`src/rtl/i2a_pkg.sv`:
```
// Shared types, constants and the weight table for the integer-to-decimal text block.
// Used by the cell, the character emitter, the top level and the checker.
package i2a_pkg;

  localparam int NUM_DIGITS     = 10;
  localparam int BITS_PER_DIGIT = 4;
  localparam int NUM_CELLS      = NUM_DIGITS * BITS_PER_DIGIT;
  localparam int MAX_CHARS      = NUM_DIGITS + 1;
  localparam int VALUE_W        = 32;
  localparam int WEIGHT_W       = 34;
  localparam int QUO_W          = NUM_CELLS;
  localparam int CHAR_W         = 6;
  localparam int DIG_IDX_W      = $clog2(NUM_DIGITS);
  localparam int CELL_IDX_W     = $clog2(NUM_CELLS);
  localparam int SLOT_W         = $clog2(MAX_CHARS);

  localparam logic [CHAR_W-1:0] CHAR_MINUS = 6'd45;
  localparam logic [CHAR_W-1:0] CHAR_ZERO  = 6'd48;

  // One beat of work travelling down the chain
  typedef struct packed {
    logic               valid;
    logic               neg;
    logic [VALUE_W-1:0] rem;
    logic [QUO_W-1:0]   quo;
  } stage_t;

  typedef logic [BITS_PER_DIGIT-1:0] digit_t;

  // Power of ten for a digit position, most significant first
  function automatic logic [WEIGHT_W-1:0] pow10(input logic [DIG_IDX_W-1:0] d);
    logic [WEIGHT_W-1:0] p;
    unique case (d)
      4'd0:    p = 34'd1000000000;
      4'd1:    p = 34'd100000000;
      4'd2:    p = 34'd10000000;
      4'd3:    p = 34'd1000000;
      4'd4:    p = 34'd100000;
      4'd5:    p = 34'd10000;
      4'd6:    p = 34'd1000;
      4'd7:    p = 34'd100;
      4'd8:    p = 34'd10;
      4'd9:    p = 34'd1;
      default: p = 34'd1;
    endcase
    return p;
  endfunction

  // Trial weight of a cell: power of ten times 8, 4, 2 or 1
  function automatic logic [WEIGHT_W-1:0] cell_weight(input logic [CELL_IDX_W-1:0] idx);
    logic [DIG_IDX_W-1:0] d;
    logic [1:0]           b;
    d = DIG_IDX_W'(idx >> 2);
    b = 2'd3 - idx[1:0];
    return pow10(d) << b;
  endfunction

endpackage

```
`src/rtl/i2a_cell.sv`:
```
// One restoring-division step: trial-subtract a fixed weight, shift in the quotient bit.
// Depends on i2a_pkg for the beat type and widths.
module i2a_cell (
  input  logic                          clk,
  input  logic                          rst_n,
  input  i2a_pkg::stage_t               cell_i,
  input  logic [i2a_pkg::WEIGHT_W-1:0]  weight_i,
  output i2a_pkg::stage_t               cell_o
);
  import i2a_pkg::*;

  stage_t stage_r;
  stage_t stage_nxt;
  logic   take;

  // Compare against the weight and subtract where it fits
  always_comb begin
    take            = {{(WEIGHT_W-VALUE_W){1'b0}}, cell_i.rem} >= weight_i;
    stage_nxt.valid = cell_i.valid;
    stage_nxt.neg   = cell_i.neg;
    stage_nxt.rem   = take ? (cell_i.rem - weight_i[VALUE_W-1:0]) : cell_i.rem;
    stage_nxt.quo   = {cell_i.quo[QUO_W-2:0], take};
  end

  // Advance the beat every cycle; drop only the valid flag under reset
  always_ff @(posedge clk) begin
    if (!rst_n) begin
      stage_r.valid <= 1'b0;
    end else begin
      stage_r.valid <= stage_nxt.valid;
    end
    stage_r.neg <= stage_nxt.neg;
    stage_r.rem <= stage_nxt.rem;
    stage_r.quo <= stage_nxt.quo;
  end

  assign cell_o = stage_r;

endmodule

```
`src/rtl/i2a_emit.sv`:
```
// Character emitter: takes the digits from the chain tail and sends sign and digits.
// Depends on i2a_pkg for the beat type, digit layout and character codes.
module i2a_emit (
  input  logic                        clk,
  input  logic                        rst_n,
  input  i2a_pkg::stage_t             tail_i,
  output logic                        ch_valid_o,
  output logic [i2a_pkg::CHAR_W-1:0]  ch_char_o,
  output logic                        ch_last_o
);
  import i2a_pkg::*;

  localparam logic [DIG_IDX_W-1:0] LAST_DIG = DIG_IDX_W'(NUM_DIGITS - 1);

  logic                            act_r;
  logic                            act_nxt;
  logic                            sign_r;
  logic                            sign_nxt;
  logic [DIG_IDX_W-1:0]            idx_r;
  logic [DIG_IDX_W-1:0]            idx_nxt;
  logic [NUM_DIGITS-1:0][BITS_PER_DIGIT-1:0] dig_r;
  logic [NUM_DIGITS-1:0][BITS_PER_DIGIT-1:0] dig_in;
  logic [DIG_IDX_W-1:0]            first_dig;
  digit_t                          cur_dig;
  logic                            at_last;

  // Unpack the quotient into digits and find the leading non-zero one
  always_comb begin
    first_dig = LAST_DIG;
    for (int k = 0; k < NUM_DIGITS; k++) begin
      dig_in[k] = tail_i.quo[QUO_W-1-k*BITS_PER_DIGIT -: BITS_PER_DIGIT];
    end
    for (int k = NUM_DIGITS - 1; k >= 0; k--) begin
      if (dig_in[k] != '0) begin
        first_dig = DIG_IDX_W'(k);
      end
    end
  end

  // Drive the current character
  always_comb begin
    cur_dig    = dig_r[idx_r];
    at_last    = !sign_r && (idx_r == LAST_DIG);
    ch_valid_o = act_r;
    ch_char_o  = sign_r ? CHAR_MINUS : (CHAR_ZERO + {{(CHAR_W-BITS_PER_DIGIT){1'b0}}, cur_dig});
    ch_last_o  = at_last;
  end

  // Load a new number or step through the current one
  always_comb begin
    act_nxt  = act_r;
    sign_nxt = sign_r;
    idx_nxt  = idx_r;
    if (act_r) begin
      if (sign_r) begin
        sign_nxt = 1'b0;
      end else if (at_last) begin
        act_nxt = 1'b0;
      end else begin
        idx_nxt = idx_r + 1'b1;
      end
    end
    if (tail_i.valid) begin
      act_nxt  = 1'b1;
      sign_nxt = tail_i.neg;
      idx_nxt  = first_dig;
    end
  end

  always_ff @(posedge clk) begin
    if (!rst_n) begin
      act_r <= 1'b0;
    end else begin
      act_r <= act_nxt;
    end
  end

  always_ff @(posedge clk) begin
    sign_r <= sign_nxt;
    idx_r  <= idx_nxt;
    if (tail_i.valid) begin
      dig_r <= dig_in;
    end
  end

endmodule

```
`src/rtl/int32_to_decimal_ascii.sv`:
```
// Signed 32-bit integer to decimal ASCII text, one character per output beat.
// Throughput: one character per cycle, 1 to 11 per number; start is refused while busy.
// The 40-cell trial-subtraction chain sets latency; the 11-character output slot sets rate.
// Reset: synchronous, active low; empties the chain and the emitter, busy drops at once.
// The receiver cannot stall: each character strobe lasts exactly one cycle.
module int32_to_decimal_ascii (
  input  logic                         clk,
  input  logic                         rst_n,
  input  logic                         start,
  output logic                         busy,
  input  logic signed [31:0]           in_value,
  output logic                         out_valid,
  output logic [i2a_pkg::CHAR_W-1:0]   out_ascii_char,
  output logic                         out_is_last
);
  import i2a_pkg::*;

  stage_t              chain [0:NUM_CELLS];
  logic                accept;
  logic [VALUE_W-1:0]  raw;
  logic [SLOT_W-1:0]   slot_cnt_r;
  logic [SLOT_W-1:0]   slot_cnt_nxt;

  assign accept = start && !busy;
  assign raw    = in_value;

  // Form sign and magnitude at the head of the chain
  always_comb begin
    chain[0].valid = accept;
    chain[0].neg   = raw[VALUE_W-1];
    chain[0].rem   = raw[VALUE_W-1] ? (~raw + 1'b1) : raw;
    chain[0].quo   = '0;
  end

  // Reserve one output slot, sized for the longest number, per accepted beat
  always_comb begin
    slot_cnt_nxt = slot_cnt_r;
    if (accept) begin
      slot_cnt_nxt = SLOT_W'(MAX_CHARS - 1);
    end else if (slot_cnt_r != '0) begin
      slot_cnt_nxt = slot_cnt_r - 1'b1;
    end
  end

  always_ff @(posedge clk) begin
    if (!rst_n) begin
      slot_cnt_r <= '0;
    end else begin
      slot_cnt_r <= slot_cnt_nxt;
    end
  end

  assign busy = (slot_cnt_r != '0);

  // Chain of trial-subtraction cells, four per decimal digit
  for (genvar g = 0; g < NUM_CELLS; g++) begin : g_cell
    i2a_cell u_cell (
      .clk      (clk),
      .rst_n    (rst_n),
      .cell_i   (chain[g]),
      .weight_i (cell_weight(CELL_IDX_W'(g))),
      .cell_o   (chain[g+1])
    );
  end

  i2a_emit u_emit (
    .clk        (clk),
    .rst_n      (rst_n),
    .tail_i     (chain[NUM_CELLS]),
    .ch_valid_o (out_valid),
    .ch_char_o  (out_ascii_char),
    .ch_last_o  (out_is_last)
  );

endmodule

```
`config.mk`:
```
export PLATFORM = sky130hd
export DESIGN_NAME = int32_to_decimal_ascii
export DESIGN_NICKNAME = d
export VERILOG_FILES = /design/src/rtl/i2a_pkg.sv /design/src/rtl/i2a_cell.sv /design/src/rtl/i2a_emit.sv /design/src/rtl/int32_to_decimal_ascii.sv
export SDC_FILE = /design/constraint.sdc
export NUM_CORES = 2
export LEC_CHECK = 0
export ABC_AREA = 0
export BUFFER_PORTS_ARGS = -buffer_cell sky130_fd_sc_hd__buf_2
export CAP_MARGIN = 10
export CORE_ASPECT_RATIO = 0.8
export CORE_MARGIN = 1.5
export CORE_UTILIZATION = 33
export CTS_CLUSTER_SIZE = 40
export DETAILED_ROUTE_END_ITERATION = 10
export PLACE_DENSITY_LB_ADDON = 0.05
export SLEW_MARGIN = 40
export SYNTH_ARGS = -nofsm -noshare
export SYNTH_HDL_FRONTEND = slang
export SYNTH_SLANG_ARGS = --single-unit
```
`constraint.sdc`:
```
create_clock -name clk -period 2.6 [get_ports clk]
set_clock_uncertainty 0.1 [all_clocks]
set_input_delay 0.13 -clock clk [delete_from_list [all_inputs] [get_ports clk]]
set_output_delay 0.13 -clock clk [all_outputs]
set_load 0.005 [all_outputs]
```
Word-level counts from Yosys, hierarchy flattened

Index checks and enable logic that the tools add are counted.

Bits in registers: 2198
Input bits: 35
Output and inout port bits: 9
Logic and storage cells: 345

$add $sub $neg: 43
$lt $le $gt $ge: 41
Equal/unequal tests: 3
Muxes and demuxes: 64
Bitwise operators: 2
Reductions and logical operators: 18

Operator list:

| operator               | number |
|---|---|
| $mux 32                | 40 |
| $ge 32x10->1 const B   | 2 |
| $ge 32x17->1 const B   | 2 |
| $ge 32x20->1 const B   | 2 |
| $ge 32x27->1 const B   | 2 |
| $ge 32x30->1 const B   | 2 |
| $ge 32x4->1 const B    | 2 |
| $ge 32x7->1 const B    | 2 |
| $sub 32x10->32 const B | 2 |
| $sub 32x17->32 const B | 2 |
| $sub 32x20->32 const B | 2 |
| $sub 32x27->32 const B | 2 |
| $sub 32x30->32 const B | 2 |
| $sub 32x32->32 const B | 2 |
| $sub 32x4->32 const B  | 2 |
| $sub 32x7->32 const B  | 2 |
| $mux 4                 | 15 |
| $reduce_bool 4->1      | 10 |
| $ge 32x33->1 const B   | 1 |
| $add 32x1->32 const B  | 1 |
| $ge 32x1->1 const B    | 1 |
| $ge 32x11->1 const B   | 1 |
| $ge 32x12->1 const B   | 1 |
| $ge 32x13->1 const B   | 1 |
| 61 further kinds       | 70 |

Longest topological paths before layout

Depth in word-level cells: 11
Gate-level depth with buffers: 11
Mapped depth without buffers: 10

By module

From an unflattened synthesis, not the netlist that was laid out.

Cell total of the unflattened synthesis: 16968
Area, all modules: 161987.9 um2

By module, submodules not included:

| module                            | times used | cells an instance | area each (um2) | sequential area each (um2) |
|---|---|---|---|---|
| i2a_cell at g_cell[14].u_cell ... | 28         | 419               | 4032.6          | 1481.4 |
| i2a_cell at g_cell[0].u_cell ...  | 10         | 409               | 3843.7          | 1481.4 |
| i2a_cell at g_cell[28].u_cell     | 1          | 455               | 3890.0          | 1481.4 |
| i2a_cell at g_cell[24].u_cell     | 1          | 443               | 3808.7          | 1481.4 |
| i2a_emit                          | 1          | 122               | 2005.7          | 1371.3 |
| int32_to_decimal_ascii            | 1          | 126               | 933.4           | 80.1 |

Least setup slack after synthesis

No wires, ideal clock.

Path kind: reg2reg
Start point: reg g_cell[39].u_cell.stage_r, in the netlist g_cell[39].u_cell.cell_o[73]
End point: reg u_emit.idx_r[3] (data pin)
Setup time: 0.184 ns
Arrival: 2.402 ns
Required time: 2.316 ns
Slack: -0.085 ns
Stages on the path, launching flop included: 5
Buffers on the path: 0
Period minus slack after synthesis: 2.685 ns
Cell sequence: dfxtp_1 -> inv_1 -> or4_1 -> or3_1 -> o32ai_1

Longest elaborated chain between the ends: 1

Ends and longest elaborated chain:

| item                        | RTL line       | source |
|---|---|---|
| start: declaration          | i2a_cell.sv:12 | `stage_t stage_r;` |
| $mux 4                      | i2a_emit.sv:63 | `if (tail_i.valid) begin` |
| named net u_emit.idx_nxt[3] | i2a_emit.sv:20 | `logic [DIG_IDX_W-1:0] idx_nxt;` |
| end signal: assignment      | i2a_emit.sv:80 | `idx_r <= idx_nxt;` |
| end: declaration            | i2a_emit.sv:19 | `logic [DIG_IDX_W-1:0] idx_r;` |

The timed path passes the listed nets, and every way through them passes these cells.
A chain may end at the register's enable or synchronous reset.

Worst setup path after layout

Start point: reg u_emit.idx_r[0]
End point: out out_ascii_char[1] in the netlist's numbering

Longest elaborated chain between the ends: 4

Ends and longest elaborated chain:

| item                         | RTL line                     | source |
|---|---|---|
| $bmux 4 s4                   | i2a_emit.sv:42               | `cur_dig = dig_r[idx_r];` |
| $mux 4 (implied by the code) | i2a_emit.sv:42               |  |
| $add 5x5->6                  | i2a_emit.sv:45               | `ch_char_o = sign_r ? CHAR_MINUS : (CHAR_ZERO + {{(CHAR_W-BITS_PER_DIGIT){1'b0}}, cur_dig});` |
| $mux 6                       | i2a_emit.sv:45               |  |
| end: declaration             | int32_to_decimal_ascii.sv:13 | `output logic [i2a_pkg::CHAR_W-1:0] out_ascii_char,` |

Every way passes these cells. The select of a mux whose other input is x is not followed.

==> impl_metrics.toml <==
[synth]
synth-async-reset-ratio = 0
synth-compound-area-share = 0.0507
synthAdderAreaFrac = 0.0112
synthFlopType = "dfxtp_1"
synth-edff-count = 44
synth-seq-area-share = 0.649
synth_xor_area_frac = 0.115
synth_nets = 5893
yosysWarnings = 0
synthDistinctLibCells = 93
synth_mux_area_frac = 0.00715
yosys.area_share.simple = 0.155
synth_top_family_by_area = "simple AND/OR/NAND/NOR gates"
synth_area_um2 = 67200
syn_area_per_cell_um2 = 11.6
synth_seq_cells = 2157
synthCells = 5798

[power]
powerDensity_nw_per_um2 = 1280
max-vdd-ir-drop_uv = 695
power_mw = 104
leakage_nw = 31.8

[floorplanning]
io_pins = 44
die_w_um = 508
die_y_um = 407
start_util = 0.333
fp-row-count = 147
fp.coreArea_um2 = 202000
die_area_um2 = 206000

[global_route]
overflow = 0
use_met3 = 0.0267
grt_use_met1 = 0.194
grt_start_max_net_pins = 46
grt_pass1_vias = 39600
met2_usage = 0.179
grt_usage = 0.128
grt_pass1_wl_um = 215000
grt_antenna_before_repair = 6
grt.busiest_layer = "met1"

[job]
cap_violations = 0

[sta]
maxSlewViolCount = 0
fin_ws_ns = -0.0376
period_minus_slack_ns = 2.64
setup-violations-final = 5
rsz0062_at_grt = "true"
max_freq_mhz = 379
hold_violations = 0
tightest_slew_ns = 0.643
hold_ws_ns = 0.0805
period_share = 1.01
fin_setup_tns_ns = -0.111
relSlewSlack = 0.567

[clock_network]
htreeDepth = 4
cts_tree = "built"
path_clk_slew_ns = 0.06
max-clock-path-buffers = 3
clock_latency_ns = 0.82
cts.sinks = 2157
root_buffer = "clkbuf_16"
numCtsBuffers = 210

[final_layout]
area.growth.synth_to_final_pct = 20.8
drive_gt1_frac = 0.130
post-route-cell-area_um2 = 81200
final_nets = 6418
final_util = 0.403

[critical_path]
required_ns = 2.37
critPathArrivalTime_ns = 2.41
worstPathMaxFanout = 4
crit_type = "flip-flop to output port"
start_kind = "flip-flop"
end_kind = "output port"

[placement]
io_buffer_count = 42
place_congestion = 0.799
post_dp_cell_area_um2 = 72400
hpwl_um = 95400

[drt]
post_drt_wl_per_cell_um = 14.4
ant_nets = 0
drc = 0
wirelength_um = 132000
drtIter0Drc = 2294
vias_per_cell = 4.43
vias = 40700
drt_first_pass_iters = 5

[run_status]
status = "finished, violations left"
failed_checks = "negative setup slack"

[min_path]
hp-class = "input port to flip-flop"
==> Yosys cell counts (all sizes together) (7+ instances only) <==
master / count / area (um2)
nor4b: 21 / 184
xor2: 407 / 3560
o21a: 16 / 120
nand3b: 41 / 308
or4b: 10 / 100
nor4: 195 / 1290
nand4b: 23 / 201
a21boi: 9 / 67.6
o41ai: 18 / 158
a31oi: 14 / 87.6
mux2i: 12 / 120
mux4: 7 / 158
o31a: 8 / 70.1
buf: 17 / 90.1
or3: 92 / 591
o21ai: 137 / 686
inv: 133 / 499
nand2b: 76 / 475
nor2: 389 / 1460
a21o: 19 / 143
and2: 67 / 419
edfxtp: 44 / 1320
and3: 45 / 282
o31ai: 53 / 422
a41oi: 7 / 61.3
and4: 12 / 105
nand3: 147 / 741
nor2b: 34 / 213
xnor2: 479 / 4200
clkbuf: 55 / 206
o211ai: 20 / 150
mux2: 18 / 203
a21oi: 114 / 578
or4: 75 / 586
o21bai: 10 / 75.1
nand2: 342 / 1280
ha: 60 / 751
or2: 36 / 225
dfxtp: 2113 / 42300
nor4bb: 9 / 90.1
a211o: 8 / 70.1
nor3: 216 / 1080
nand4: 61 / 382
a211oi: 21 / 163
nor3b: 32 / 245
==> worst max-delay path, cell delays in order, from the launching register on <==
cell and delay (ns):
edfxtp_1 0.41, buf_6 0.14, mux4_2 0.50, mux2i_1 0.20, nor2_1 0.06, a21oi_1 0.11, nor2_1 0.06, buf_2 0.13
==> repair_timing <==
action | 4_1_cts | 5_1_grt
hold buffers | 84 | 0
pin swaps | 5 | 21
endpoints found under the hold margin | 78 | 0
resized for setup | 25 | 89
setup endpoints to repair | 53 | 209
setup buffers | 2 | 13
==> kinds of logic (layout without fill, tap and decap cells) <==
family	after synthesis	in the layout
AO/OA/AOI/OAI	513	513
XOR/XNOR	886	886
adder cells (fa/ha/maj)	60	60
buffers and inverters	208	910
flip-flops	2157	2157
multiplexers	37	37
other	1	2
AND/OR/NAND/NOR	1936	1936
==> per-layer routing <==
metal,share of wire,vias up
met4,0.023,0
met1,0.54,18900
li1,-,21000
met2,0.39,554
met3,0.043,241
met5,0,-
==> power by group <==
part | internal [mW] | switching, mW | total [mW]
Combinational | 10.2 | 9.82 | 20.0
Sequential | 43.1 | 9.02 | 52.1
Clock | 18.7 | 12.8 | 31.6
Total | 72.1 | 31.6 | 104
==> placed cells by master, fill, tap and decap left out, types with 34 or more instances in the layout <==
cell type / instances
and3_1: 45
clkbuf_16: 212
or4_1: 62
nor4_1: 169
or3_1: 84
nand3_1: 146
xnor2_1: 479
o21ai_0: 121
buf_4: 252
clkbuf_1: 34
a21oi_1: 109
nand4_1: 61
nand2_1: 342
ha_1: 58
buf_2: 42
nor2_1: 387
inv_1: 123
dfxtp_1: 2109
nand2b_1: 75
and2_1: 65
dlygate4sd3_1: 84
nor3_1: 211
nand3b_1: 41
o31ai_1: 46
clkbuf_8: 35
xor2_1: 407
clkinv_2: 42
edfxtp_1: 44
==> final timing paths <==
path                                              startpoint                      endpoint  slack, ns  cells past startpoint
worst min register to register   g_cell[10].u_cell.cell_o[2]   g_cell[11].u_cell.cell_o[3]       0.22                      0
worst min-delay path                            in_value[26]   g_cell[0].u_cell.cell_o[71]       0.08                      4
worst max register to register  g_cell[26].u_cell.cell_o[58]  g_cell[27].u_cell.cell_o[51]       0.06                      6
worst max-delay path                         u_emit.idx_r[0]             out_ascii_char[1]      -0.04                      7
==> per-stage QoR <==
step / setup WS [ns] / instances
global route: -0.256 / 9183
CTS: -0.164 / 9169
detailed placement: -0.304 / 8694
finish: -0.0376 / 9183
global placement: -0.330 / 8694
floorplan: 0.0106 / 5798
==> sequential cells by signal (all words and copies together) (netlist names) <==
name	count
u_emit.idx_r	4
u_emit.sign_r	1
g_cell.u_cell.cell_o	2108
u_emit.ch_valid_o	1
u_emit.dig_r	39
slot_cnt_r	4
==> cell type report <==
cell class              count  area (um2)
repair buffers            385        3050
multi-input cells        3433       23300
fillers                 19400      120000
diodes                      1        2.50
well taps                2682        3360
flip-flops and latches   2157       43600
clock buffers             281        5910
clock inverters           108        1450
inverters                 136         513
Note: power is estimated with default switching activity, not from simulation.
